`src/hdl/hsvr_pkg.sv`:
```
// hsvr_pkg: types and constants shared by the rainbow hsv to rgb pipeline
// no dependencies
`default_nettype none

package hsvr_pkg;

    localparam logic [14:0] RAMP_MUL  = 15'd21846;
    localparam logic [15:0] SCALE_MAX = 16'hFFFF;
    localparam logic [16:0] VAL_BIAS  = 17'd512;

    localparam logic [2:0] SEC_RED    = 3'd0;
    localparam logic [2:0] SEC_ORANGE = 3'd1;
    localparam logic [2:0] SEC_YELLOW = 3'd2;
    localparam logic [2:0] SEC_GREEN  = 3'd3;
    localparam logic [2:0] SEC_AQUA   = 3'd4;
    localparam logic [2:0] SEC_BLUE   = 3'd5;
    localparam logic [2:0] SEC_PURPLE = 3'd6;

    typedef enum logic [1:0] {
        MODE_PASS,
        MODE_CLAMP,
        MODE_SCALE
    } t_mode;

    typedef struct packed {
        logic [7:0] r;
        logic [7:0] g;
        logic [7:0] b;
    } t_rgb;

    typedef struct packed {
        t_rgb        base;
        logic [15:0] scale;
        logic [7:0]  floor8;
        t_mode       sat_mode;
        t_mode       val_mode;
        logic [16:0] m;
    } t_mid;

    typedef struct packed {
        t_rgb        chan;
        t_mode       val_mode;
        logic [16:0] m;
    } t_sat;

endpackage

`default_nettype wire

```
`src/hdl/hsvr_front.sv`:
```
// hsvr_front: first two stages, hue ramp product, section base colours,
// saturation and value factors; depends on hsvr_pkg
`default_nettype none

module hsvr_front
    import hsvr_pkg::*;
(
    input  wire logic        i_clk,
    input  wire logic        i_en1,
    input  wire logic        i_en2,
    input  wire logic [15:0] i_hue,
    input  wire logic [7:0]  i_sat,
    input  wire logic [7:0]  i_val,
    output t_mid             o_mid
);

    logic [27:0] r_ramp, n_ramp;
    logic [2:0]  r_sect;
    logic [15:0] r_d, n_d;
    logic [16:0] r_m, n_m;
    t_mode       r_sat_mode, n_sat_mode;
    t_mode       r_val_mode, n_val_mode;
    t_mid        r_mid, n_mid;
    logic [7:0]  ds;
    logic [7:0]  t;
    logic [7:0]  t2;

    always_comb begin
        ds     = 8'd255 - i_sat;
        n_ramp = 28'(i_hue[12:0]) * 28'(RAMP_MUL);
        n_d    = 16'(ds) * 16'(ds);
        n_m    = 17'(i_val) * 17'(i_val) + VAL_BIAS;
        if (i_sat == 8'd255) begin
            n_sat_mode = MODE_PASS;
        end else if (i_sat == 8'd0) begin
            n_sat_mode = MODE_CLAMP;
        end else begin
            n_sat_mode = MODE_SCALE;
        end
        if (i_val == 8'd255) begin
            n_val_mode = MODE_PASS;
        end else if (i_val == 8'd0) begin
            n_val_mode = MODE_CLAMP;
        end else begin
            n_val_mode = MODE_SCALE;
        end
    end

    always_ff @(posedge i_clk) begin
        if (i_en1) begin
            r_ramp     <= n_ramp;
            r_sect     <= i_hue[15:13];
            r_d        <= n_d;
            r_m        <= n_m;
            r_sat_mode <= n_sat_mode;
            r_val_mode <= n_val_mode;
        end
    end

    always_comb begin
        t  = {1'b0, r_ramp[27:21]};
        t2 = r_ramp[27:20];
        n_mid.scale    = SCALE_MAX - r_d;
        n_mid.floor8   = r_d[15:8];
        n_mid.sat_mode = r_sat_mode;
        n_mid.val_mode = r_val_mode;
        n_mid.m        = r_m;
        case (r_sect)
            SEC_RED: begin
                n_mid.base = '{r: 8'd255 - t, g: t, b: 8'd0};
            end
            SEC_ORANGE: begin
                n_mid.base = '{r: 8'd171, g: 8'd85 + t, b: 8'd0};
            end
            SEC_YELLOW: begin
                n_mid.base = '{r: 8'd171 - t2, g: 8'd170 + t, b: 8'd0};
            end
            SEC_GREEN: begin
                n_mid.base = '{r: 8'd0, g: 8'd255 - t, b: t};
            end
            SEC_AQUA: begin
                n_mid.base = '{r: 8'd0, g: 8'd171 - t2, b: 8'd85 + t2};
            end
            SEC_BLUE: begin
                n_mid.base = '{r: t, g: 8'd0, b: 8'd255 - t};
            end
            SEC_PURPLE: begin
                n_mid.base = '{r: 8'd85 + t, g: 8'd0, b: 8'd171 - t};
            end
            default: begin
                n_mid.base = '{r: 8'd170 + t, g: 8'd0, b: 8'd85 - t};
            end
        endcase
    end

    always_ff @(posedge i_clk) begin
        if (i_en2) begin
            r_mid <= n_mid;
        end
    end

    assign o_mid = r_mid;

endmodule

`default_nettype wire

```
`src/hdl/hsvr_sat.sv`:
```
// hsvr_sat: third stage, pulls the base colour towards white by saturation
// depends on hsvr_pkg
`default_nettype none

module hsvr_sat
    import hsvr_pkg::*;
(
    input  wire logic i_clk,
    input  wire logic i_en,
    input  wire t_mid i_mid,
    output t_sat      o_sat
);

    t_sat r_sat, n_sat;

    function automatic logic [7:0] sat_ch(input logic [7:0] c, input t_mode mode,
                                          input logic [15:0] scale,
                                          input logic [7:0] floor8);
        logic [23:0] p;
        p = 24'(c) * 24'(scale);
        case (mode)
            MODE_PASS:  sat_ch = c;
            MODE_CLAMP: sat_ch = 8'd255;
            default:    sat_ch = p[23:16] + floor8;
        endcase
    endfunction

    always_comb begin
        n_sat.chan.r   = sat_ch(i_mid.base.r, i_mid.sat_mode, i_mid.scale, i_mid.floor8);
        n_sat.chan.g   = sat_ch(i_mid.base.g, i_mid.sat_mode, i_mid.scale, i_mid.floor8);
        n_sat.chan.b   = sat_ch(i_mid.base.b, i_mid.sat_mode, i_mid.scale, i_mid.floor8);
        n_sat.val_mode = i_mid.val_mode;
        n_sat.m        = i_mid.m;
    end

    always_ff @(posedge i_clk) begin
        if (i_en) begin
            r_sat <= n_sat;
        end
    end

    assign o_sat = r_sat;

endmodule

`default_nettype wire

```
`src/hdl/hsvr_val.sv`:
```
// hsvr_val: last stage, brightness scaling and output channel order
// depends on hsvr_pkg
`default_nettype none

module hsvr_val
    import hsvr_pkg::*;
(
    input  wire logic i_clk,
    input  wire logic i_en,
    input  wire logic i_swap,
    input  wire t_sat i_sat,
    output t_rgb      o_rgb
);

    t_rgb r_rgb, n_rgb;
    t_rgb adj;

    function automatic logic [7:0] val_ch(input logic [7:0] c, input t_mode mode,
                                          input logic [16:0] m);
        logic [24:0] p;
        p = 25'(c) * 25'(m);
        case (mode)
            MODE_PASS:  val_ch = c;
            MODE_CLAMP: val_ch = 8'd0;
            default:    val_ch = (c == 8'd0) ? 8'd0 : p[23:16] + 8'd1;
        endcase
    endfunction

    always_comb begin
        adj.r = val_ch(i_sat.chan.r, i_sat.val_mode, i_sat.m);
        adj.g = val_ch(i_sat.chan.g, i_sat.val_mode, i_sat.m);
        adj.b = val_ch(i_sat.chan.b, i_sat.val_mode, i_sat.m);
        if (i_swap) begin
            n_rgb = '{r: adj.b, g: adj.g, b: adj.r};
        end else begin
            n_rgb = adj;
        end
    end

    always_ff @(posedge i_clk) begin
        if (i_en) begin
            r_rgb <= n_rgb;
        end
    end

    assign o_rgb = r_rgb;

endmodule

`default_nettype wire

```
`src/hdl/hsv_rainbow_to_rgb.sv`:
```
// hsv_rainbow_to_rgb: top level, four stage rainbow hsv to rgb converter
// depends on hsvr_pkg, hsvr_front, hsvr_sat, hsvr_val
//
// usage:
// s_axis carries one hsv pixel per request, m_axis one rgb pixel per request.
// cfg channel writes the red/blue swap bit; o_cfg_ready is high outside reset and
// the bit should only change while the pipeline holds no pixel.
// the result leaves through four register stages: ramp and squares, section
// colours, saturation multiply, brightness multiply and reorder; m_axis_tvalid
// rises when the pixel reaches the last stage. throughput is one pixel per
// clock while m_axis_tready stays high.
// each stage has its own valid bit and moves whenever the stage after it is
// empty or moving, so bubbles are squeezed out and input is taken while a
// finished pixel waits at the output.
// when m_axis_tready is low the output holds; the stages behind keep filling
// until full, then s_axis_tready drops. nothing is lost or repeated.
// synchronous active low reset empties every stage and clears the swap bit;
// s_axis_tready and o_cfg_ready stay low while reset is held.
`default_nettype none

module hsv_rainbow_to_rgb
    import hsvr_pkg::*;
(
    input  wire logic        i_clk,
    input  wire logic        i_rst_n,
    input  wire logic        s_axis_tvalid,
    output logic             s_axis_tready,
    input  wire logic [31:0] s_axis_tdata,  // hue[15:0], saturation[23:16], brightness[31:24]
    output logic             m_axis_tvalid,
    input  wire logic        m_axis_tready,
    output logic [23:0]      m_axis_tdata,  // channel_first, channel_second, channel_third
    input  wire logic        i_cfg_valid,
    output logic             o_cfg_ready,
    input  wire logic        i_cfg_data
);

    localparam int NSTAGE = 4;

    logic [NSTAGE-1:0] r_vld, n_vld;
    logic [NSTAGE-1:0] rdy;
    logic              r_swap;
    t_mid              mid;
    t_sat              sat;
    t_rgb              rgb;

    always_comb begin
        rdy[NSTAGE-1] = !r_vld[NSTAGE-1] || m_axis_tready;
        for (int k = NSTAGE - 2; k >= 0; k--) begin
            rdy[k] = !r_vld[k] || rdy[k+1];
        end
        n_vld[0] = rdy[0] ? s_axis_tvalid : r_vld[0];
        for (int k = 1; k < NSTAGE; k++) begin
            n_vld[k] = rdy[k] ? r_vld[k-1] : r_vld[k];
        end
    end

    always_ff @(posedge i_clk) begin
        if (!i_rst_n) begin
            r_vld  <= '0;
            r_swap <= 1'b0;
        end else begin
            r_vld <= n_vld;
            if (i_cfg_valid) begin
                r_swap <= i_cfg_data;
            end
        end
    end

    hsvr_front u_front (
        .i_clk (i_clk),
        .i_en1 (rdy[0]),
        .i_en2 (rdy[1]),
        .i_hue (s_axis_tdata[15:0]),
        .i_sat (s_axis_tdata[23:16]),
        .i_val (s_axis_tdata[31:24]),
        .o_mid (mid)
    );

    hsvr_sat u_sat (
        .i_clk (i_clk),
        .i_en  (rdy[2]),
        .i_mid (mid),
        .o_sat (sat)
    );

    hsvr_val u_val (
        .i_clk  (i_clk),
        .i_en   (rdy[3]),
        .i_swap (r_swap),
        .i_sat  (sat),
        .o_rgb  (rgb)
    );

    assign s_axis_tready = rdy[0] && i_rst_n;
    assign m_axis_tvalid = r_vld[NSTAGE-1];
    assign m_axis_tdata  = {rgb.b, rgb.g, rgb.r};
    assign o_cfg_ready   = i_rst_n;

endmodule

`default_nettype wire

```
`config.mk`:
```
export PLATFORM = sky130hd
export DESIGN_NAME = hsv_rainbow_to_rgb
export DESIGN_NICKNAME = d
export VERILOG_FILES = /design/src/hdl/hsvr_pkg.sv /design/src/hdl/hsvr_front.sv /design/src/hdl/hsvr_sat.sv /design/src/hdl/hsvr_val.sv /design/src/hdl/hsv_rainbow_to_rgb.sv
export SDC_FILE = /design/constraint.sdc
export NUM_CORES = 2
export LEC_CHECK = 0
export ABC_AREA = 1
export BUFFER_PORTS_ARGS = -buffer_cell sky130_fd_sc_hd__buf_2
export CAP_MARGIN = 5
export CORE_AREA = 3 3 299 227
export CTS_BUF_LIST = sky130_fd_sc_hd__clkbuf_16
export CTS_CLUSTER_DIAMETER = 150
export DETAILED_ROUTE_END_ITERATION = 10
export DIE_AREA = 0 0 302 230
export GPL_TIMING_DRIVEN = 0
export PLACE_DENSITY_LB_ADDON = 0.12
export SKIP_LAST_GASP = 1
export SYNTH_ARGS = -nofsm -noshare
export SYNTH_HDL_FRONTEND = slang
export SYNTH_SLANG_ARGS = --single-unit
export TNS_END_PERCENT = 1
```
`constraint.sdc`:
```
create_clock -name i_clk -period 10.72 [get_ports i_clk]
set_input_delay 2.68 -clock i_clk [delete_from_list [all_inputs] [get_ports i_clk]]
set_output_delay 2.68 -clock i_clk [all_outputs]
set_load 0.1 [all_outputs]
```
Word-level counts from Yosys, hierarchy flattened
Index checks and enable logic that the tools add are counted.
{"block": "word_totals", "regBits": 208, "latch_bits": 0, "ramBits": 0, "mem_bits_ro": 0, "input_bits": 38, "output_inout_bits": 27, "memories": 0}
{"block": "op_classes", "add_sub_neg": 16, "n_mul": 9, "div": 0, "order_cmp": 0, "n_eq_ne": 10, "shifts": 0, "n_mux": 13, "bitwise": 0, "n_reduce_logical": 17}
{"cell": "$pmux W24 S7", "n": 1}
{"cell": "$pmux W8 S2", "n": 6}
{"cell": "$mul A8 B16 Y24", "n": 3}
{"cell": "$mul A8 B17 Y24", "n": 3}
{"cell": "$logic_not A8 Y1", "n": 5}
{"cell": "$mul A8 B8 Y16", "n": 2}
{"cell": "$mul A13 B14 Y27 const B", "n": 1}
{"cell": "$add A8 B1 Y8 const B", "n": 3}
{"cell": "$add A8 B8 Y8", "n": 3}
{"cell": "$mux W24", "n": 1}
{"cell": "$mux W8", "n": 3}
{"cell": "$add A16 B10 Y17 const B", "n": 1}
{"cell": "$eq A8 B8 Y1 const B", "n": 2}
{"cell": "$sub A16 B16 Y16 const A", "n": 1}
{"cell": "$sub A8 B7 Y8 const A", "n": 2}
{"cell": "$sub A8 B8 Y8 const A", "n": 2}
{"cell": "$eq A3 B3 Y1 const B", "n": 3}
{"cell": "$add A7 B7 Y8 const A", "n": 1}
{"cell": "$add A7 B8 Y8 const A", "n": 1}
{"cell": "$add A8 B7 Y8 const A", "n": 1}
{"cell": "$sub A7 B7 Y8 const A", "n": 1}
{"cell": "$eq A3 B2 Y1 const B", "n": 2}
{"cell": "$eq A2 B1 Y1 const B", "n": 2}
{"cell": "$logic_not A1 Y1", "n": 4}
{"cell": "6 further kinds", "n": 11}

Longest topological paths before layout
{"block": "logic_depth", "word_depth": 6, "ltp_mapped": 35}

Hierarchy
A second synthesis with hierarchy kept.
{"block": "unflattened", "cells_unflattened": 5671, "area_unflattened_um2": 41717.5}
{"module": "hsvr_val", "n_inst": 1, "cells_each": 2270, "area_each_um2": 15277.2, "seq_area_each_um2": 720.7}
{"module": "hsvr_sat", "n_inst": 1, "cells_each": 2089, "area_each_um2": 15001.9, "seq_area_each_um2": 1291.2}
{"module": "hsvr_front", "n_inst": 1, "cells_each": 1286, "area_each_um2": 11223.3, "seq_area_each_um2": 3393.3}
{"module": "hsv_rainbow_to_rgb", "n_inst": 1, "cells_each": 26, "area_each_um2": 215.2, "seq_area_each_um2": 100.1}

Worst setup path after synthesis
No wires, ideal clock.
{"block": "synth_timing", "path_type": "input port to output port", "startpoint": "input port m_axis_tready", "endpoint": "output port s_axis_tready", "t_arrival_ps": 7162, "required_time_ps": 8040, "path_slack_ps": 878, "cell_stages": 8, "cell_sequence": "nor2_1 > inv_1 > nor2_1 > inv_1 > nor2_1 > inv_1 > nor2_1 > nor2_1"}
{"block": "synth_between", "elab_chain_len": 5}
{"item": "start: declaration", "line_no": "hsv_rainbow_to_rgb.sv:30", "rtl": "input wire logic m_axis_tready,"}
{"item": "$logic_or A1 B1 Y1", "line_no": "hsv_rainbow_to_rgb.sv:47", "rtl": "rdy[NSTAGE-1] = !r_vld[NSTAGE-1] || m_axis_tready;"}
{"item": "net u_val.i_en", "line_no": "hsvr_val.sv:9", "rtl": "input wire logic i_en,"}
{"item": "$logic_or A1 B1 Y1", "line_no": "hsv_rainbow_to_rgb.sv:49", "rtl": "rdy[k] = !r_vld[k] || rdy[k+1];"}
{"item": "net u_sat.i_en", "line_no": "hsvr_sat.sv:9", "rtl": "input wire logic i_en,"}
{"item": "$logic_or A1 B1 Y1", "line_no": "hsv_rainbow_to_rgb.sv:49"}
{"item": "net u_front.i_en2", "line_no": "hsvr_front.sv:10", "rtl": "input wire logic i_en2,"}
{"item": "$logic_or A1 B1 Y1", "line_no": "hsv_rainbow_to_rgb.sv:49"}
{"item": "$logic_and A1 B1 Y1", "line_no": "hsv_rainbow_to_rgb.sv:94", "rtl": "assign s_axis_tready = rdy[0] && i_rst_n;"}
{"item": "end: declaration", "line_no": "hsv_rainbow_to_rgb.sv:27", "rtl": "output logic s_axis_tready,"}
The timed path passes the listed nets, and every way through them passes these cells.

Final worst setup path
Same ends and word-level chain as after synthesis.

==> summary.txt <==
Run status
  • Outcome: completed

Floorplanning
  • Core Area: 0.06517 mm²
  • DIE HEIGHT: 230 µm
  • Ports: 65
  • Rows: 81
  • Initial Util: 59.92%
  • Die X: 302 µm
  • DIE AREA: 0.06946 mm²

Global routing
  • Initial antenna violation count: 0
  • GRT overflow: 0
  • Global-route wire length before repair: 165800 µm
  • Total track usage: 30.43%
  • Largest net degree at the start of global routing: 70
  • Vias in the first global route: 31.26k

Worst setup path
  • R2R depth: 28
  • Worst Setup SP: m_axis_tready
  • Crit end category: output pin
  • RR Endpoint: u_sat.o_sat[26]
  • Critical path, cell by cell: buf_2 > nor2_1 > clkinv_1 > nor2_1 > inv_2 > nor2_1 > inv_4 > nor2_1 > nor2_1 > buf_2
  • Worst setup SP type: input port
  • R2r setup slk: 3.83 ns
  • R2r startpoint: u_front.o_mid[48]
  • CP max stage delay: 0.66 ns
  • CP most frequent cell: nor2_1
  • Critical Path RT: 8.04 ns
  • CP max-delay cell: clkinv_1
  • Crit path kind: in -> out
  • Crit Path Max Fanout: 69
  • Worst Path Arrival: 5.78 ns

Hold path
  • Hold path depth: 0
  • Critical hold path startpoint: u_front.r_sat_mode[1]
  • WHS Endpoint: u_front.o_mid[20]
  • Worst min path class: reg -> reg

Yosys
  • Most common cell in the netlist: inv_1
  • Yosys cell types: 61
  • Main area contributors after synthesis: fa_1, edfxtp_1, ha_1, inv_1, nand2_1
  • Top cell type's share of synthesized area: 30.50%
  • Post-synth top cells: inv_1, nand2_1, fa_1
  • Area of the mapped netlist: 0.03905 mm²
  • Yosys warns: 0
  • Ys flop type: edfxtp_1
  • Register bit count reported by yosys: 184
  • Mean Syn Cell Area: 7.675 µm²
  • Post-synth ARST share: 0%
  • Seq/Total Area, Yosys: 14.02%
  • Post-synth EDFFs: 179
  • Area leader, netlist: fa_1
  • Post-Syn Instances: 5088

Clock network
  • # resized after CTS: 0
  • CTS Buf Count: 17
  • Number of clock sinks: 184
  • TritonCTS clock tree: done
  • Clock Latency Late Sink: 0.50 ns
  • Hold Buf Count CTS: 0
  • Root Driver: clkbuf_16
  • H-tree depth: 4
  • Clock buffer depth: 2
  • # Post-CTS Setup Buffers: 0
  • CTS clock-pin slew for the worst setup and hold paths: 0.07 ns

Final layout
  • Synth-to-Final Area Change: 5.235%
  • Sequential Area: 0.005475 mm²
  • Antenna Cells: 0
  • Share of cells above drive strength 1: 3.029%
  • Area occupied by multi-input gates: 0.02760 mm²
  • # fillers: 5833
  • Post-route cell area: 0.04109 mm²
  • Post-layout nets: 6225

Drt
  • Vias: 31.64k
  • Routed vias/inst: 5.225
  • Detail Route Antenna Nets: 0
  • Initial drt markers: 3083
  • Post-route DRC: 0
  • Final WL: 101500 µm
  • Pre-antenna DRT Iters: 6
  • Detailed-route wire length per cell: 16.76 µm

Place
  • Final HPWL from detailed placement: 85460 µm
  • IO buf count: 56
  • Gp weighted congestion: 0.9310
  • Placed cell area: 0.04047 mm²

Job
  • MaxCap Viol Count: 0

Timing
  • Final Cycle Share: 78.96%
  • Max-slew headroom: 33.61%
  • Hold Slack: 0.4213 ns
  • Final setup viols: 0
  • Post-Route Skew: 0.02058 ns
  • Max Slew Vio Count: 0
  • RSZ-0062 raised after global routing: no
  • Final Hold Viols: 0
  • Post-route minimum period: 8.464 ns
  • Worst slew pin tran: 0.9883 ns
  • Fmax: 118.1 MHz
[worst max-delay path: cells and delay by family]
family | cells | cell delay [ns]
and+or+nand+nor | 5 | 1.30
buffers and inverters | 5 | 1.80
[logic make-up (layout without fill, tap and decap cells)]
| kind of cell | after synthesis | in the layout | share of synthesized area, % |
|---|---|---|---|
| adders and majority gates | 1016 | 1016 | 43.99 |
| and+or+nand+nor | 1769 | 1769 | 18.15 |
| buffers and inverters | 1590 | 1680 | 15.35 |
| DFF | 184 | 184 | 14.02 |
| AOI/OAI and AO/OA | 427 | 427 | 6.222 |
| other | 2 | 8 | 0.01923 |
| xor gates and xnor gates | 100 | 100 | 2.243 |
[per-stage QoR]
stage	util, %	setup TNS, ns	worst slack, ns	cells
after floorplan	-	0	0.8776	5094
after global placement	62.06	-0.2415	-0.2415	6021
after detailed placement	62.10	0	1.606	6022
after CTS	63.02	0	1.602	6054
after global routing	63.06	0	1.874	6055
final	63.06	0	2.256	6055
[worst max-delay path by stage]
stage	end	slack (ns)	cells after the start
2_1_floorplan	s_axis_tready	0.88	8
3_3_place_gp	s_axis_tready	-0.24	10
3_5_place_dp	s_axis_tready	1.61	10
4_1_cts	s_axis_tready	1.60	10
5_1_grt	s_axis_tready	1.87	10
6_report	s_axis_tready	2.26	10
[area by class of cell]
class                   count  area share, %
multi-input cells        3320          67.17
plain buffers             196          1.845
inverters                1394          12.75
clock buffers              17          1.035
clock inverters            15         0.4293
repair buffers             58         0.7977
flip-flops and latches    184          13.32
well taps                 871          2.652
[sequential cells by signal (all words and copies together) (netlist names)]
register / cells
u_front.o_mid: 67
u_sat.o_sat: 42
u_val.o_rgb: 24
u_front.r_m: 16
u_front.r_d: 15
u_front.r_ramp: 8
r_vld: 4
u_front.r_sect: 3
u_front.r_sat_mode: 2
u_front.r_val_mode: 2
r_swap: 1
[layout by cell type, fill, tap and decap left out, types with 8 or more instances in the layout]
cell / netlist / final
xnor2_1: 35 / 35
clkbuf_16: 0 / 17
clkbuf_1: 167 / 167
a21o_1: 10 / 10
o21ai_0: 89 / 89
conb_1: 2 / 8
o21ai_1: 18 / 18
o22ai_1: 10 / 10
nand2_1: 1351 / 1351
a21oi_1: 208 / 208
a31oi_1: 14 / 14
inv_2: 6 / 8
ha_1: 421 / 421
o211ai_1: 12 / 12
nor2_1: 206 / 206
o21a_1: 10 / 10
xor2_1: 65 / 65
buf_1: 15 / 15
nor3_1: 18 / 18
nand2_2: 11 / 11
o21bai_1: 12 / 12
nor3_2: 8 / 8
nand4_1: 34 / 34
nor2_2: 10 / 10
inv_1: 1382 / 1378
nor4_1: 12 / 12
nand3_1: 98 / 98
fa_1: 595 / 595
o221ai_1: 10 / 10
edfxtp_1: 179 / 179
buf_2: 8 / 64
[metal layers]
layer / vias to the layer above / track usage, % / part of all wire, %
li1: 15273 / - / -
met1: 14896 / 47.61 / 47
met2: 1355 / 42.18 / 39
met3: 111 / 8.514 / 12
met4: 0 / 5.554 / 1.5
met5: - / 0 / 0
Power is not shown: default switching activity piles up to over one toggle a cycle in this logic, so the estimate is an artifact.
